--- src/sv/rfla_pkg.sv ---
// Shared constants, types and helpers of the row flow layout aligner.
package rfla_pkg;

  // Row buffer depth and derived widths
  localparam int ROW_SLOTS = 32;
  localparam int SLOT_W    = $clog2(ROW_SLOTS);
  localparam int CNT_W     = $clog2(ROW_SLOTS + 1);

  // Field widths
  localparam int DIM_W   = 10;
  localparam int HALF_W  = DIM_W - 1;
  localparam int POS_W   = 16;
  localparam int SUM_W   = POS_W + 1;
  localparam int SP_W    = 8;
  localparam int SCR_W   = 12;
  localparam int PCT_W   = 8;
  localparam int COLT_W  = 6;
  localparam int ALIGN_W = 2;

  // Configuration port
  localparam int CFG_IDX_W  = 3;
  localparam int CFG_DATA_W = 12;

  localparam logic [CFG_IDX_W-1:0] CFG_SPACING_X   = 3'd0;
  localparam logic [CFG_IDX_W-1:0] CFG_SPACING_Y   = 3'd1;
  localparam logic [CFG_IDX_W-1:0] CFG_SCREEN_W    = 3'd2;
  localparam logic [CFG_IDX_W-1:0] CFG_WIDTH_PCT   = 3'd3;
  localparam logic [CFG_IDX_W-1:0] CFG_COLUMN_TGT  = 3'd4;
  localparam logic [CFG_IDX_W-1:0] CFG_ALIGN_MODE  = 3'd5;

  localparam logic [SP_W-1:0] SPACING_RST = 8'd8;

  // Vertical alignment codes; any other code aligns to the top
  localparam logic [ALIGN_W-1:0] ALIGN_MIDDLE = 2'd1;
  localparam logic [ALIGN_W-1:0] ALIGN_BOTTOM = 2'd2;

  // Usable width: screen * pct / 100 by a reciprocal multiply
  localparam logic [SCR_W-1:0] DEFAULT_SCREEN = 12'd640;
  localparam int PCT_FULL    = 100;
  localparam int PROD_W      = SCR_W + PCT_W;
  localparam int RECIP_W     = 20;
  localparam int RECIP_SHIFT = 26;
  localparam logic [RECIP_W-1:0] RECIP_K =
    RECIP_W'(((64'd1 << RECIP_SHIFT) + 64'(PCT_FULL) - 64'd1) / 64'(PCT_FULL));

  // One buffered box
  typedef struct packed {
    logic [POS_W-1:0] x;
    logic [DIM_W-1:0] h;
  } slot_t;

  // Controller to datapath
  typedef struct packed {
    logic accept;
    logic prep;
    logic emit_start;
    logic out_load;
    logic run_end;
    logic close;
    logic place;
    logic final_clear;
  } dp_cmd_t;

  // Datapath to controller
  typedef struct packed {
    logic flush;
    logic row_empty;
    logic emit_last;
    logic fin;
    logic out_free;
  } dp_sts_t;

  function automatic logic [POS_W-1:0] sat16(input logic [SUM_W-1:0] v);
    return v[POS_W] ? {POS_W{1'b1}} : v[POS_W-1:0];
  endfunction

endpackage

--- src/sv/rfla_box_if.sv ---
// Input channel carrying one box word.
interface rfla_box_if;
  logic                       valid;
  logic                       ready;
  logic [rfla_pkg::DIM_W-1:0] full_width;
  logic [rfla_pkg::DIM_W-1:0] full_height;
  logic [rfla_pkg::DIM_W-1:0] image_width;
  logic [rfla_pkg::DIM_W-1:0] label_width;
  logic                       final_box;

  modport source (
    output valid, full_width, full_height, image_width, label_width, final_box,
    input  ready
  );
  modport sink (
    input  valid, full_width, full_height, image_width, label_width, final_box,
    output ready
  );
endinterface

--- src/sv/rfla_place_if.sv ---
// Output channel carrying one placed-box word.
interface rfla_place_if;
  logic                       valid;
  logic                       ready;
  logic [rfla_pkg::POS_W-1:0] pos_x;
  logic [rfla_pkg::POS_W-1:0] pos_y;
  logic                       row_end;
  logic                       run_end;

  modport source (
    output valid, pos_x, pos_y, row_end, run_end,
    input  ready
  );
  modport sink (
    input  valid, pos_x, pos_y, row_end, run_end,
    output ready
  );
endinterface

--- src/sv/rfla_datapath.sv ---
// Datapath: config registers, cursor and row state, row buffer, output register.
module rfla_datapath (
  input  logic                                clk_i,
  input  logic                                rst_ni,
  input  rfla_pkg::dp_cmd_t                   cmd_i,
  output rfla_pkg::dp_sts_t                   sts_o,
  input  logic                                cfg_we_i,
  input  logic [rfla_pkg::CFG_IDX_W-1:0]      cfg_idx_i,
  input  logic [rfla_pkg::CFG_DATA_W-1:0]     cfg_wdata_i,
  input  logic [rfla_pkg::DIM_W-1:0]          full_width_i,
  input  logic [rfla_pkg::DIM_W-1:0]          full_height_i,
  input  logic [rfla_pkg::DIM_W-1:0]          image_width_i,
  input  logic [rfla_pkg::DIM_W-1:0]          label_width_i,
  input  logic                                final_box_i,
  input  logic                                out_ready_i,
  output logic                                out_valid_o,
  output logic [rfla_pkg::POS_W-1:0]          pos_x_o,
  output logic [rfla_pkg::POS_W-1:0]          pos_y_o,
  output logic                                row_end_o,
  output logic                                run_end_o
);
  import rfla_pkg::*;

  // Configuration
  logic [SP_W-1:0]    spacing_x_q, spacing_y_q;
  logic [SCR_W-1:0]   screen_q;
  logic [PCT_W-1:0]   pct_q;
  logic [COLT_W-1:0]  col_tgt_q;
  logic [ALIGN_W-1:0] align_q;

  // Usable width pipeline
  logic [SCR_W-1:0]          screen_eff;
  logic                      pct_ok;
  logic [PROD_W-1:0]         prod_q;
  logic                      scale_q;
  logic [SCR_W-1:0]          base_q;
  logic [PROD_W+RECIP_W-1:0] scaled;
  logic [SCR_W-1:0]          usable_q;

  // Current box
  logic [DIM_W-1:0]  fw_q, fh_q, iw_q, lw_q;
  logic              fin_q;
  logic [DIM_W-1:0]  lbl_diff;
  logic [HALF_W-1:0] off_q;
  logic [SUM_W-1:0]  cur_sum_q;

  // Row state
  logic [POS_W-1:0] cursor_q, cursor_d;
  logic [POS_W-1:0] row_top_q, row_top_d;
  logic [DIM_W-1:0] tallest_q, tallest_d;
  logic [CNT_W-1:0] count_q, count_d;
  logic             list_start_q, list_start_d;
  logic [CNT_W-1:0] emit_k_q, emit_k_d;
  logic             wrap;

  // Row buffer
  slot_t mem [ROW_SLOTS];
  slot_t rd_q;
  slot_t wr_slot;

  // Output register
  logic             out_valid_q, out_valid_d;
  logic [POS_W-1:0] pos_x_q, pos_y_q;
  logic             row_end_q, run_end_q;
  logic [DIM_W-1:0] gap, align_off;

  // Register writes
  always_ff @(posedge clk_i or negedge rst_ni) begin
    if (!rst_ni) begin
      spacing_x_q <= SPACING_RST;
      spacing_y_q <= SPACING_RST;
      screen_q    <= '0;
      pct_q       <= '0;
      col_tgt_q   <= '0;
      align_q     <= '0;
    end else if (cfg_we_i) begin
      case (cfg_idx_i)
        CFG_SPACING_X:  spacing_x_q <= cfg_wdata_i[SP_W-1:0];
        CFG_SPACING_Y:  spacing_y_q <= cfg_wdata_i[SP_W-1:0];
        CFG_SCREEN_W:   screen_q    <= cfg_wdata_i[SCR_W-1:0];
        CFG_WIDTH_PCT:  pct_q       <= cfg_wdata_i[PCT_W-1:0];
        CFG_COLUMN_TGT: col_tgt_q   <= cfg_wdata_i[COLT_W-1:0];
        CFG_ALIGN_MODE: align_q     <= cfg_wdata_i[ALIGN_W-1:0];
        default: ;
      endcase
    end
  end

  // Usable width, two stages: product, then divide by 100 via reciprocal
  assign screen_eff = (screen_q == '0) ? DEFAULT_SCREEN : screen_q;
  assign pct_ok     = (pct_q != '0) && (pct_q < PCT_W'(PCT_FULL));
  assign scaled     = prod_q * RECIP_K;

  always_ff @(posedge clk_i) begin
    prod_q   <= screen_eff * pct_q;
    scale_q  <= pct_ok;
    base_q   <= screen_eff;
    usable_q <= scale_q ? scaled[RECIP_SHIFT +: SCR_W] : base_q;
  end

  // Box capture and per-box precompute
  assign lbl_diff = lw_q - iw_q;

  always_ff @(posedge clk_i) begin
    if (cmd_i.accept) begin
      fw_q  <= full_width_i;
      fh_q  <= full_height_i;
      iw_q  <= image_width_i;
      lw_q  <= label_width_i;
      fin_q <= final_box_i;
    end
    if (cmd_i.prep) begin
      off_q     <= (lw_q > iw_q) ? lbl_diff[DIM_W-1:1] : '0;
      cur_sum_q <= {1'b0, cursor_q} + SUM_W'(fw_q) + SUM_W'(spacing_x_q)
                   + SUM_W'(spacing_x_q);
    end
  end

  // Wrap decision
  always_comb begin
    if (col_tgt_q != '0) begin
      wrap = COLT_W'(count_q) >= col_tgt_q;
    end else begin
      wrap = cur_sum_q > SUM_W'(usable_q);
    end
  end

  assign sts_o.flush     = (count_q >= CNT_W'(ROW_SLOTS))
                           || ((cursor_q > POS_W'(spacing_x_q)) && wrap);
  assign sts_o.row_empty = (count_q == '0);
  assign sts_o.emit_last = ((emit_k_q + CNT_W'(1)) == count_q);
  assign sts_o.fin       = fin_q;
  assign sts_o.out_free  = !out_valid_q || out_ready_i;

  // Row state update
  always_comb begin
    cursor_d     = cursor_q;
    row_top_d    = row_top_q;
    tallest_d    = tallest_q;
    count_d      = count_q;
    list_start_d = list_start_q;
    emit_k_d     = emit_k_q;
    if (cmd_i.accept && list_start_q) begin
      cursor_d     = POS_W'(spacing_x_q);
      row_top_d    = POS_W'(spacing_y_q);
      tallest_d    = '0;
      count_d      = '0;
      list_start_d = 1'b0;
    end
    if (cmd_i.close) begin
      cursor_d  = POS_W'(spacing_x_q);
      row_top_d = sat16({1'b0, row_top_q} + SUM_W'(tallest_q) + SUM_W'(spacing_y_q));
      tallest_d = '0;
      count_d   = '0;
    end
    if (cmd_i.place) begin
      count_d   = count_q + CNT_W'(1);
      tallest_d = (fh_q > tallest_q) ? fh_q : tallest_q;
      cursor_d  = sat16({1'b0, cursor_q} + SUM_W'(fw_q) + SUM_W'(spacing_x_q));
    end
    if (cmd_i.final_clear) begin
      tallest_d    = '0;
      count_d      = '0;
      list_start_d = 1'b1;
    end
    if (cmd_i.emit_start) begin
      emit_k_d = '0;
    end else if (cmd_i.out_load && !sts_o.emit_last) begin
      emit_k_d = emit_k_q + CNT_W'(1);
    end
  end

  always_ff @(posedge clk_i or negedge rst_ni) begin
    if (!rst_ni) begin
      cursor_q     <= POS_W'(SPACING_RST);
      row_top_q    <= POS_W'(SPACING_RST);
      tallest_q    <= '0;
      count_q      <= '0;
      list_start_q <= 1'b1;
      emit_k_q     <= '0;
    end else begin
      cursor_q     <= cursor_d;
      row_top_q    <= row_top_d;
      tallest_q    <= tallest_d;
      count_q      <= count_d;
      list_start_q <= list_start_d;
      emit_k_q     <= emit_k_d;
    end
  end

  // Row buffer: write on place, registered read at the emit index
  assign wr_slot.x = sat16({1'b0, cursor_q} + SUM_W'(off_q));
  assign wr_slot.h = fh_q;

  always_ff @(posedge clk_i) begin
    if (cmd_i.place) begin
      mem[count_q[SLOT_W-1:0]] <= wr_slot;
    end
    rd_q <= mem[emit_k_q[SLOT_W-1:0]];
  end

  // Alignment offset against the tallest box of the row
  always_comb begin
    gap = (tallest_q > rd_q.h) ? (tallest_q - rd_q.h) : '0;
    case (align_q)
      ALIGN_MIDDLE: align_off = {1'b0, gap[DIM_W-1:1]};
      ALIGN_BOTTOM: align_off = gap;
      default:      align_off = '0;
    endcase
  end

  // Output register
  always_comb begin
    out_valid_d = out_valid_q;
    if (cmd_i.out_load) begin
      out_valid_d = 1'b1;
    end else if (out_ready_i) begin
      out_valid_d = 1'b0;
    end
  end

  always_ff @(posedge clk_i or negedge rst_ni) begin
    if (!rst_ni) begin
      out_valid_q <= 1'b0;
    end else begin
      out_valid_q <= out_valid_d;
    end
  end

  always_ff @(posedge clk_i) begin
    if (cmd_i.out_load) begin
      pos_x_q   <= rd_q.x;
      pos_y_q   <= sat16({1'b0, row_top_q} + SUM_W'(align_off));
      row_end_q <= sts_o.emit_last;
      run_end_q <= cmd_i.run_end;
    end
  end

  assign out_valid_o = out_valid_q;
  assign pos_x_o     = pos_x_q;
  assign pos_y_o     = pos_y_q;
  assign row_end_o   = row_end_q;
  assign run_end_o   = run_end_q;

`ifndef SYNTHESIS
  a_count_bound: assert property (@(posedge clk_i) disable iff (!rst_ni)
    count_q <= CNT_W'(ROW_SLOTS))
    else $error("row count beyond buffer depth");

  a_place_room: assert property (@(posedge clk_i) disable iff (!rst_ni)
    cmd_i.place |-> (count_q < CNT_W'(ROW_SLOTS)))
    else $error("box placed into a full row buffer");

  a_load_free: assert property (@(posedge clk_i) disable iff (!rst_ni)
    cmd_i.out_load |-> (!out_valid_q || out_ready_i))
    else $error("output word overwritten before taken");

  a_final_clear: assert property (@(posedge clk_i) disable iff (!rst_ni)
    cmd_i.final_clear |=> (list_start_q && (count_q == '0)))
    else $error("list not restarted after final row");
`endif

endmodule

--- src/sv/rfla_ctrl.sv ---
// Controller: sequences accept, wrap decision, row emission and placement.
module rfla_ctrl (
  input  logic              clk_i,
  input  logic              rst_ni,
  input  logic              in_valid_i,
  output logic              in_ready_o,
  input  rfla_pkg::dp_sts_t sts_i,
  output rfla_pkg::dp_cmd_t cmd_o
);
  import rfla_pkg::*;

  typedef enum logic [6:0] {
    S_IDLE   = 7'b0000001,
    S_PREP   = 7'b0000010,
    S_DECIDE = 7'b0000100,
    S_RD     = 7'b0001000,
    S_OUT    = 7'b0010000,
    S_CLOSE  = 7'b0100000,
    S_PLACE  = 7'b1000000
  } state_e;

  state_e state_q, state_d;
  logic   final_pass_q, final_pass_d;

  assign in_ready_o = (state_q == S_IDLE);

  // Next state and commands
  always_comb begin
    state_d      = state_q;
    final_pass_d = final_pass_q;
    cmd_o        = '0;
    case (state_q)
      S_IDLE: begin
        if (in_valid_i) begin
          cmd_o.accept = 1'b1;
          state_d      = S_PREP;
        end
      end
      S_PREP: begin
        cmd_o.prep = 1'b1;
        state_d    = S_DECIDE;
      end
      S_DECIDE: begin
        if (!sts_i.flush) begin
          state_d = S_PLACE;
        end else if (sts_i.row_empty) begin
          state_d = S_CLOSE;
        end else begin
          cmd_o.emit_start = 1'b1;
          final_pass_d     = 1'b0;
          state_d          = S_RD;
        end
      end
      S_RD: begin
        state_d = S_OUT;
      end
      S_OUT: begin
        if (sts_i.out_free) begin
          cmd_o.out_load = 1'b1;
          cmd_o.run_end  = sts_i.emit_last && (final_pass_q || !sts_i.fin);
          if (!sts_i.emit_last) begin
            state_d = S_RD;
          end else if (final_pass_q) begin
            cmd_o.final_clear = 1'b1;
            state_d           = S_IDLE;
          end else begin
            state_d = S_CLOSE;
          end
        end
      end
      S_CLOSE: begin
        cmd_o.close = 1'b1;
        state_d     = S_PLACE;
      end
      S_PLACE: begin
        cmd_o.place = 1'b1;
        if (sts_i.fin) begin
          cmd_o.emit_start = 1'b1;
          final_pass_d     = 1'b1;
          state_d          = S_RD;
        end else begin
          state_d = S_IDLE;
        end
      end
      default: begin
        state_d = S_IDLE;
      end
    endcase
  end

  always_ff @(posedge clk_i or negedge rst_ni) begin
    if (!rst_ni) begin
      state_q      <= S_IDLE;
      final_pass_q <= 1'b0;
    end else begin
      state_q      <= state_d;
      final_pass_q <= final_pass_d;
    end
  end

`ifndef SYNTHESIS
  // A final placement fills the row in the same cycle, so only a flush is checked
  a_emit_nonempty: assert property (@(posedge clk_i) disable iff (!rst_ni)
    (cmd_o.emit_start && !cmd_o.place) |-> !sts_i.row_empty)
    else $error("emission started on an empty row");

  a_final_after_place: assert property (@(posedge clk_i) disable iff (!rst_ni)
    (cmd_o.place && sts_i.fin) |=> (state_q == S_RD && final_pass_q))
    else $error("final box did not start final row emission");

  a_rd_then_out: assert property (@(posedge clk_i) disable iff (!rst_ni)
    (state_q == S_RD) |=> (state_q == S_OUT))
    else $error("buffer read not followed by output stage");
`endif

endmodule

--- src/sv/row_flow_layout_aligner_unit.sv ---
// Top level of the row flow layout aligner: controller plus datapath.
//
//   channel   dir  handshake      word
//   box_i     in   valid/ready    full_width, full_height, image_width, label_width, final_box
//   place_o   out  valid/ready    pos_x, pos_y, row_end, run_end
//   cfg       in   cfg_we_i       cfg_idx_i selects register, cfg_wdata_i holds value
//
// A box that closes no row passes from accept through prep and decide to placement.
// Each emitted box takes a registered row buffer read, then an output load;
// a row close comes before placement. No clearing pass after reset.
// A stalled output holds the emission sequencer; input is taken only when idle.
module row_flow_layout_aligner_unit (
  input  logic                            clk_i,
  input  logic                            rst_ni,
  rfla_box_if.sink                        box_i,
  rfla_place_if.source                    place_o,
  input  logic                            cfg_we_i,
  input  logic [rfla_pkg::CFG_IDX_W-1:0]  cfg_idx_i,
  input  logic [rfla_pkg::CFG_DATA_W-1:0] cfg_wdata_i
);
  import rfla_pkg::*;

  dp_cmd_t cmd;
  dp_sts_t sts;

  rfla_ctrl u_ctrl (
    .clk_i      (clk_i),
    .rst_ni     (rst_ni),
    .in_valid_i (box_i.valid),
    .in_ready_o (box_i.ready),
    .sts_i      (sts),
    .cmd_o      (cmd)
  );

  rfla_datapath u_dp (
    .clk_i         (clk_i),
    .rst_ni        (rst_ni),
    .cmd_i         (cmd),
    .sts_o         (sts),
    .cfg_we_i      (cfg_we_i),
    .cfg_idx_i     (cfg_idx_i),
    .cfg_wdata_i   (cfg_wdata_i),
    .full_width_i  (box_i.full_width),
    .full_height_i (box_i.full_height),
    .image_width_i (box_i.image_width),
    .label_width_i (box_i.label_width),
    .final_box_i   (box_i.final_box),
    .out_ready_i   (place_o.ready),
    .out_valid_o   (place_o.valid),
    .pos_x_o       (place_o.pos_x),
    .pos_y_o       (place_o.pos_y),
    .row_end_o     (place_o.row_end),
    .run_end_o     (place_o.run_end)
  );

endmodule

--- src/flat_wrapper.sv ---
// flat-port wrapper written by rule: the top's interface ports become plain ports
module row_flow_layout_aligner_unit_flat import rfla_pkg::*;
  (clk_i, rst_ni, cfg_we_i, cfg_idx_i, cfg_wdata_i, box_i_valid, box_i_full_width, box_i_full_height, box_i_image_width, box_i_label_width, box_i_final_box, box_i_ready, place_o_valid, place_o_pos_x, place_o_pos_y, place_o_row_end, place_o_run_end, place_o_ready);
  rfla_box_if box_i_i ();
  rfla_place_if place_o_i ();
  input  logic clk_i;
  input  logic rst_ni;
  input  logic cfg_we_i;
  input  logic [rfla_pkg::CFG_IDX_W-1:0] cfg_idx_i;
  input  logic [rfla_pkg::CFG_DATA_W-1:0] cfg_wdata_i;
  input wire logic [$bits(box_i_i.valid)-1:0] box_i_valid;
  input wire logic [$bits(box_i_i.full_width)-1:0] box_i_full_width;
  input wire logic [$bits(box_i_i.full_height)-1:0] box_i_full_height;
  input wire logic [$bits(box_i_i.image_width)-1:0] box_i_image_width;
  input wire logic [$bits(box_i_i.label_width)-1:0] box_i_label_width;
  input wire logic [$bits(box_i_i.final_box)-1:0] box_i_final_box;
  output wire logic [$bits(box_i_i.ready)-1:0] box_i_ready;
  output wire logic [$bits(place_o_i.valid)-1:0] place_o_valid;
  output wire logic [$bits(place_o_i.pos_x)-1:0] place_o_pos_x;
  output wire logic [$bits(place_o_i.pos_y)-1:0] place_o_pos_y;
  output wire logic [$bits(place_o_i.row_end)-1:0] place_o_row_end;
  output wire logic [$bits(place_o_i.run_end)-1:0] place_o_run_end;
  input wire logic [$bits(place_o_i.ready)-1:0] place_o_ready;
  assign box_i_i.valid = box_i_valid;
  assign box_i_i.full_width = box_i_full_width;
  assign box_i_i.full_height = box_i_full_height;
  assign box_i_i.image_width = box_i_image_width;
  assign box_i_i.label_width = box_i_label_width;
  assign box_i_i.final_box = box_i_final_box;
  assign box_i_ready = box_i_i.ready;
  assign place_o_valid = place_o_i.valid;
  assign place_o_pos_x = place_o_i.pos_x;
  assign place_o_pos_y = place_o_i.pos_y;
  assign place_o_row_end = place_o_i.row_end;
  assign place_o_run_end = place_o_i.run_end;
  assign place_o_i.ready = place_o_ready;
  row_flow_layout_aligner_unit u_core (.clk_i(clk_i), .rst_ni(rst_ni), .box_i(box_i_i), .place_o(place_o_i), .cfg_we_i(cfg_we_i), .cfg_idx_i(cfg_idx_i), .cfg_wdata_i(cfg_wdata_i));
endmodule
--- config.mk ---
export PLATFORM = sky130hd
export DESIGN_NAME = row_flow_layout_aligner_unit_flat
export DESIGN_NICKNAME = d
export VERILOG_FILES = /design/src/sv/rfla_pkg.sv /design/src/sv/rfla_box_if.sv /design/src/sv/rfla_place_if.sv /design/src/sv/rfla_datapath.sv /design/src/sv/rfla_ctrl.sv /design/src/sv/row_flow_layout_aligner_unit.sv /design/src/flat_wrapper.sv
export SDC_FILE = /design/constraint.sdc
export NUM_CORES = 2
export LEC_CHECK = 0
export BUFFER_PORTS_ARGS = -buffer_cell sky130_fd_sc_hd__buf_2
export CAP_MARGIN = 20
export CORE_AREA = 2 2 436 438
export CTS_BUF_LIST = sky130_fd_sc_hd__clkbuf_8
export CTS_CLUSTER_DIAMETER = 80
export DETAILED_ROUTE_END_ITERATION = 8
export DIE_AREA = 0 0 438 440
export GPL_TIMING_DRIVEN = 0
export PLACE_DENSITY = 0.54
export SLEW_MARGIN = 20
export SYNTH_ARGS = -nofsm -noshare
export SYNTH_HDL_FRONTEND = slang
export SYNTH_SLANG_ARGS = --single-unit
--- constraint.sdc ---
create_clock -name clk_i -period 5.59 [get_ports clk_i]
set_input_delay 0.2795 -clock clk_i [delete_from_list [all_inputs] [get_ports clk_i]]
set_output_delay 0.2795 -clock clk_i [all_outputs]
set_load 0.02 [all_outputs]
[Word level (Yosys, flattened, before mapping)]
Memory sizes are Yosys's and may differ from the RTL's. A register that Yosys moved wholly into a read port is not among the register bits.
Cells that the tools add are included.
Operators by class
  $add $sub $neg: 11
  multiply operators: 2
  divide/modulo/power cells: 0
  magnitude comparators: 8
  equality and inequality tests: 21
  shift-type cells: 0
  mux-type cells: 57
  bitwise logic cells: 0
  reduce and logical (&&, ||, !) cells: 33
Operator list (count)
  $mux W16: 8
  $mux W10: 6
  $add A16 B10 Y17: 3
  $add A17 B8 Y17: 3
  $pmux W7 S7: 1
  $mux W6: 8
  $mul A20 B20 Y38 const B: 1
  $gt A10 B10 Y1: 3
  $mux W7: 4
  $mux W12: 2
  $mux W1: 22
  $mul A12 B8 Y20: 1
  $pmux W10 S2: 1
  $sub A10 B10 Y10: 2
  $reduce_and A2 Y1: 9
  $add A16 B9 Y17: 1
  $gt A17 B12 Y1: 1
  $gt A16 B8 Y1: 1
  $add A6 B1 Y6 const B: 2
  $logic_not A12 Y1: 1
  $reduce_bool A2 Y1: 5
  $lt A8 B7 Y1 const B: 1
  $ne A2 B2 Y1 const B: 4
  $reduce_bool A8 Y1: 1
  29 further kinds: 41
Storage, ports and cells
  bits in registers: 254
  bits in latches: 0
  RAM bits: 832
  ROM bits: 0
  bits of input ports: 61
  output and inout port bits: 36
  word-level logic and storage cells: 163
  memories kept: 1
Memory list
  u_core.u_dp.mem: words 32, bits a word 26, rd ports 1, clocked after Yosys merged registers in 1, wr ports 1, RTL line rfla_datapath.sv:57  | slot_t mem [ROW_SLOTS];

[Depth between registers and ports, before layout]
  word-level depth: 8
  mapped depth: 29
  gate-level depth less buffers: 27

[Hierarchy]
A second synthesis with hierarchy kept.
Unflattened totals
  cell total of the unflattened synthesis: 3669
  area, all modules: 56320.3 um2
Modules (own cells, without submodules)
  rfla_datapath: instances 1, cells each 3603, area an instance 55754.7 um2, sequential area each 31946.9 um2
  rfla_ctrl: instances 1, cells each 66, area an instance 565.5 um2, sequential area each 201.4 um2

[Worst setup path after synthesis]
Ideal clock, no wire load.
  kind: register to register
  start point: register u_core.u_dp.prod_q[11]
  end point: register u_core.u_dp.usable_q[6]
  library setup time: 0.121 ns
  arrival time: 5.958 ns
  required time: 5.469 ns
  slack: -0.489 ns
  stages on the path, launching flop included: 23
  path buffers: 0
  period minus slack after synthesis: 6.079 ns
  cell sequence: dfxtp_1 ha_1 inv_1 fa_1 fa_1 inv_1 fa_1 fa_1 fa_1 inv_1 fa_1 inv_1 ha_1 a21oi_1 o21ai_0 a221oi_1 o22ai_1 nor3_1 o21bai_1 a21o_1 a31oi_1 xnor2_1 mux2_2
Between the ends
  word-level cells in the longest chain between the ends: 2
Ends and longest elaborated chain
  from (decl): RTL line rfla_datapath.sv:34  | logic [PROD_W-1:0] prod_q;
  from (signal assigned): RTL line rfla_datapath.sv:95  | prod_q <= screen_eff * pct_q;
  $mul A20 B20 Y38: RTL line rfla_datapath.sv:92  | assign scaled = prod_q * RECIP_K;
  $mux W12: RTL line rfla_datapath.sv:98  | usable_q <= scale_q ? scaled[RECIP_SHIFT +: SCR_W] : base_q;
  to (signal assigned): RTL line rfla_datapath.sv:98
  to (decl): RTL line rfla_datapath.sv:38  | logic [SCR_W-1:0] usable_q;
No other way between the ends.
A chain may end at the register's enable or synchronous reset.

[Worst setup path after layout]
  start point: register u_core.u_dp.prod_q[9]
  end point: register u_core.u_dp.usable_q[6]
Same word-level chain as after synthesis.

==> summary.md <==
| Metric | Value |
|---|---|
| Status | `finished, violations left` |
| Failing checks | `setup timing` |
| Layout Nets | `4787` |
| Critical path type | `register to register` |
| Vias per cell | `4.684` |
| Distinct cells, synth | `76` |
| Layout cells sized above 1 | `23.23%` |
| Compound-Gate Fraction of Synth Area | `3.631%` |
| Finish-stage setup viols | `11` |
| Crit path capture type | `register` |
| Die height | `440 µm` |
| Initial Utilization | `29.70%` |
| Crit start category | `register` |
| Clock Skew | `0.05687 ns` |
| Fin crit period | `6.017 ns` |
| Total gr overflow | `0` |
| Max_cap viols | `0` |
| Die area | `0.1927 mm²` |
| Starting DRT DRC Count | `2227` |
| Wirelength, routed | `150400 µm` |
| Final WS setup | `-0.4270 ns` |
| Slew @ Worst Pin | `1.152 ns` |
| Core area | `0.1886 mm²` |
| CTS tree | `done` |
| Net Count, Synth | `4307` |
| CP arrival | `6.79 ns` |
| Crit-path max FO | `7` |
| Antenna-violating nets left | `0` |
| Worst Path Required | `6.37 ns` |
| Wirelength per Cell | `22.11 µm` |
| # DRC | `0` |
| Post-synth EDFFs | `933` |
| Syn Std Cell Area | `0.05600 mm²` |
| Mapped Cells | `3655` |
| CTS Buf Count | `185` |
| Largest family of logic cells by synthesized area | `adder cells` |
| Largest net degree at the start of global routing | `67` |
| Clock latency at the later pin of the worst-skew pair | `0.92 ns` |
| Final Wtd Congestion | `0.7989` |
| Post-synthesis average cell area | `15.32 µm²` |
| GRT Total Usage | `15.69%` |
| Ys Warns | `0` |
| Fin crit share | `107.6%` |
| Area Overhead vs Synth | `19.48%` |
| Post-synthesis register bit count | `1112` |
| Max-slew violation count | `0` |
| Clock root buffer master | `clkbuf_8` |
| Mux share of post-synthesis cell area | `11.98%` |
| Seq/Total Area, Yosys | `57.41%` |
| # port buffers | `96` |
| # H-tree levels | `4` |
| Final hold vios | `0` |
| Clk sinks | `1112` |
| Post-route setup TNS | `-3.233 ns` |
| Post-synthesis simple-gate area fraction | `5.130%` |
| First-pass GRT wire length | `221200 µm` |
| Xor and xnor fraction of the mapped netlist area | `1.548%` |
| Slew margin rel. | `23.21%` |
| Vias after detailed routing | `31870` |
| Adder-Cell Fraction of Synth Area | `16.23%` |
| I/O pins | `97` |
| Pre-antenna DRT Iters | `6` |
| Post-synth ARST share | `9.712%` |
| Worst hold path type | `input port to register` |
| Vias in the first global route | `33490` |
| RSZ-0062 raised after global routing | `yes` |
| Primary FF master, synth | `edfxtp_1` |
| Filler cells | `18100` |
| Die X | `438 µm` |
| Number of cell rows | `160` |
| Clock-pin slew on the worst setup and hold paths | `0.05 ns` |
| Initial antenna violation count | `4` |
| Detailed placement HPWL | `107000 µm` |
| CTS max path bufs | `3` |
| Fmax | `166.2 MHz` |
[stage by stage]
| stage | cell area (µm²) | setup WS, ns | hold WS [ns] | cells | util [%] |
|---|---|---|---|---|---|
| after floorplan | 56180 | 0.003920 | -0.01609 | 3655 | - |
| after global placement | 59800 | -0.8835 | 0.3909 | 6262 | 31.71 |
| after detailed placement | 61460 | -0.9008 | 0.2520 | 6320 | 32.59 |
| after CTS | 66650 | -0.3879 | 0.0005697 | 6793 | 35.34 |
| after global routing | 66910 | -0.6209 | 0.03740 | 6804 | 35.48 |
| final | 66910 | -0.4270 | 0.1095 | 6804 | 35.48 |
[synthesized netlist by cell type (4+ instances only)]
cell type / n / area share, %
nand4_1: 16 / 0.18
xor2_1: 36 / 0.56
nand2_1: 174 / 1.2
a21boi_0: 17 / 0.23
mux4_2: 260 / 10
buf_2: 12 / 0.11
and3b_1: 4 / 0.063
and3_1: 14 / 0.16
inv_1: 471 / 3.2
nor3_1: 46 / 0.41
nor4_1: 9 / 0.10
a21oi_1: 104 / 0.93
nand3b_1: 8 / 0.11
mux2i_1: 4 / 0.071
a21o_1: 25 / 0.34
xnor2_1: 63 / 0.99
nor3b_1: 5 / 0.067
or3b_2: 4 / 0.063
o21bai_1: 11 / 0.15
nand2b_1: 16 / 0.18
and2_1: 69 / 0.77
a31oi_1: 16 / 0.18
nor2b_1: 24 / 0.27
a211o_1: 4 / 0.063
or2_2: 6 / 0.067
dfstp_2: 6 / 0.28
a311oi_1: 4 / 0.063
edfxtp_1: 933 / 50
o21a_1: 10 / 0.13
nor2_1: 133 / 0.89
or3_1: 7 / 0.078
ha_1: 365 / 8.2
a211oi_1: 6 / 0.080
a22oi_1: 7 / 0.094
clkbuf_1: 93 / 0.62
buf_1: 26 / 0.17
dfrtp_1: 102 / 4.6
dfxtp_1: 71 / 2.5
fa_1: 226 / 8.1
nand3_1: 39 / 0.35
mux2_2: 72 / 1.4
o21ai_0: 85 / 0.76
[cells in the final DEF, fill, tap and decap left out, drive strengths merged, types with 39 or more instances in the layout]
| cell type | n |
|---|---|
| a21oi | 105 |
| and2 | 70 |
| buf | 241 |
| clkbuf | 294 |
| clkinv | 69 |
| dfrtp | 102 |
| dfxtp | 71 |
| dlygate4sd3 | 88 |
| edfxtp | 933 |
| fa | 226 |
| ha | 365 |
| inv | 538 |
| mux2 | 72 |
| mux4 | 260 |
| nand2 | 174 |
| nand3 | 39 |
| nor2 | 133 |
| nor3 | 48 |
| o21ai | 86 |
| xnor2 | 63 |
[flip-flops by register name, summed over array words and instances (netlist names), 9 cells and up]
register and flops:
u_core.u_dp.usable_q 12, u_core.u_dp.mem 832, u_core.u_dp.cur_sum_q 17, u_core.u_dp.base_q 12, u_core.u_dp.iw_q 10, u_core.u_dp.rd_q 26, u_core.u_dp.fh_q 10, u_core.u_dp.pos_y_o 16
u_core.u_dp.pos_x_o 16, u_core.u_dp.prod_q 20, u_core.u_dp.off_q 9, u_core.u_dp.row_top_q 16, u_core.u_dp.tallest_q 10, u_core.u_dp.lw_q 10, u_core.u_dp.cursor_q 16, u_core.u_dp.screen_q 12
u_core.u_dp.fw_q 10
[cells by family after synthesis]
| logic type | after synthesis |
|---|---|
| buffers and inverters | 603 |
| flip-flops | 1112 |
| XOR/XNOR | 99 |
| AO/OA/AOI/OAI | 327 |
| AND/OR/NAND/NOR | 587 |
| multiplexers | 336 |
| adder cells (fa/ha/maj) | 591 |
[layout make-up]
cell class / count / area, µm² / area share (%)
Tap cell: 2511 / 3142 / 4.695
Buffer: 129 / 529.3 / 0.7910
Clock buffer: 198 / 2725 / 4.073
Timing Repair Buffer: 296 / 3196 / 4.776
Antenna cell: 1 / 2.502 / 0.003740
Clock inverter: 146 / 887.1 / 1.326
Sequential cell: 1112 / 32220 / 48.15
Multi-Input combinational cell: 1940 / 22440 / 33.54
Inverter: 471 / 1775 / 2.653
[worst paths after layout]
check | endpoint | slack, ns | startpoint | cells past startpoint
max | u_core.u_dp.usable_q[6] | -0.43 | u_core.u_dp.prod_q[9] | 23
min | u_core.u_dp.iw_q[4] | 0.11 | box_i_image_width[4] | 2
max reg2reg | u_core.u_dp.usable_q[6] | -0.43 | u_core.u_dp.prod_q[9] | 23
min reg2reg | u_core.u_dp.pos_x_o[5] | 0.40 | u_core.u_dp.rd_q[15] | 0
max in group asynchronous | u_core.u_dp.spacing_y_q[3] | 4.57 | rst_ni | 4
min in group asynchronous | u_core.u_dp.spacing_x_q[3] | 0.59 | rst_ni | 3
[critical path: stages, from the launching register on]
cell and delay, ns:
dfxtp_4 0.41, ha_4 0.29, inv_2 0.03, fa_1 0.48, fa_1 0.55, inv_1 0.05, fa_1 0.50, fa_1 0.44
fa_1 0.52, inv_2 0.04, fa_1 0.55, inv_2 0.05, ha_4 0.22, a21oi_2 0.13, o21ai_2 0.07, a221oi_2 0.22
buf_4 0.18, o22ai_4 0.10, nor3_2 0.23, o21bai_1 0.11, a21o_1 0.19, a31oi_1 0.17, xnor2_1 0.11, mux2_2 0.27
[routing by layer]
metal / up-vias / share of wire, % / global-route usage, %
met2: 851 / 51 / 27.20
met1: 16450 / 41 / 19.56
li1: 14350 / - / -
met4: 0 / 2.9 / 5.222
met5: - / 0 / 0
met3: 223 / 5.4 / 3.066
[what timing repair did]
action | 4_1_cts | 5_1_grt
gates resized for setup | 77 | 25
hold buffers | 89 | 0
pin swaps | 40 | 16
setup buffers | 40 | 8
endpoints found under the hold margin | 206 | 0
endpoints found under the setup margin | 23 | 31
Power is not shown: default switching activity piles up to over one toggle a cycle in this logic, so the estimate is an artifact.
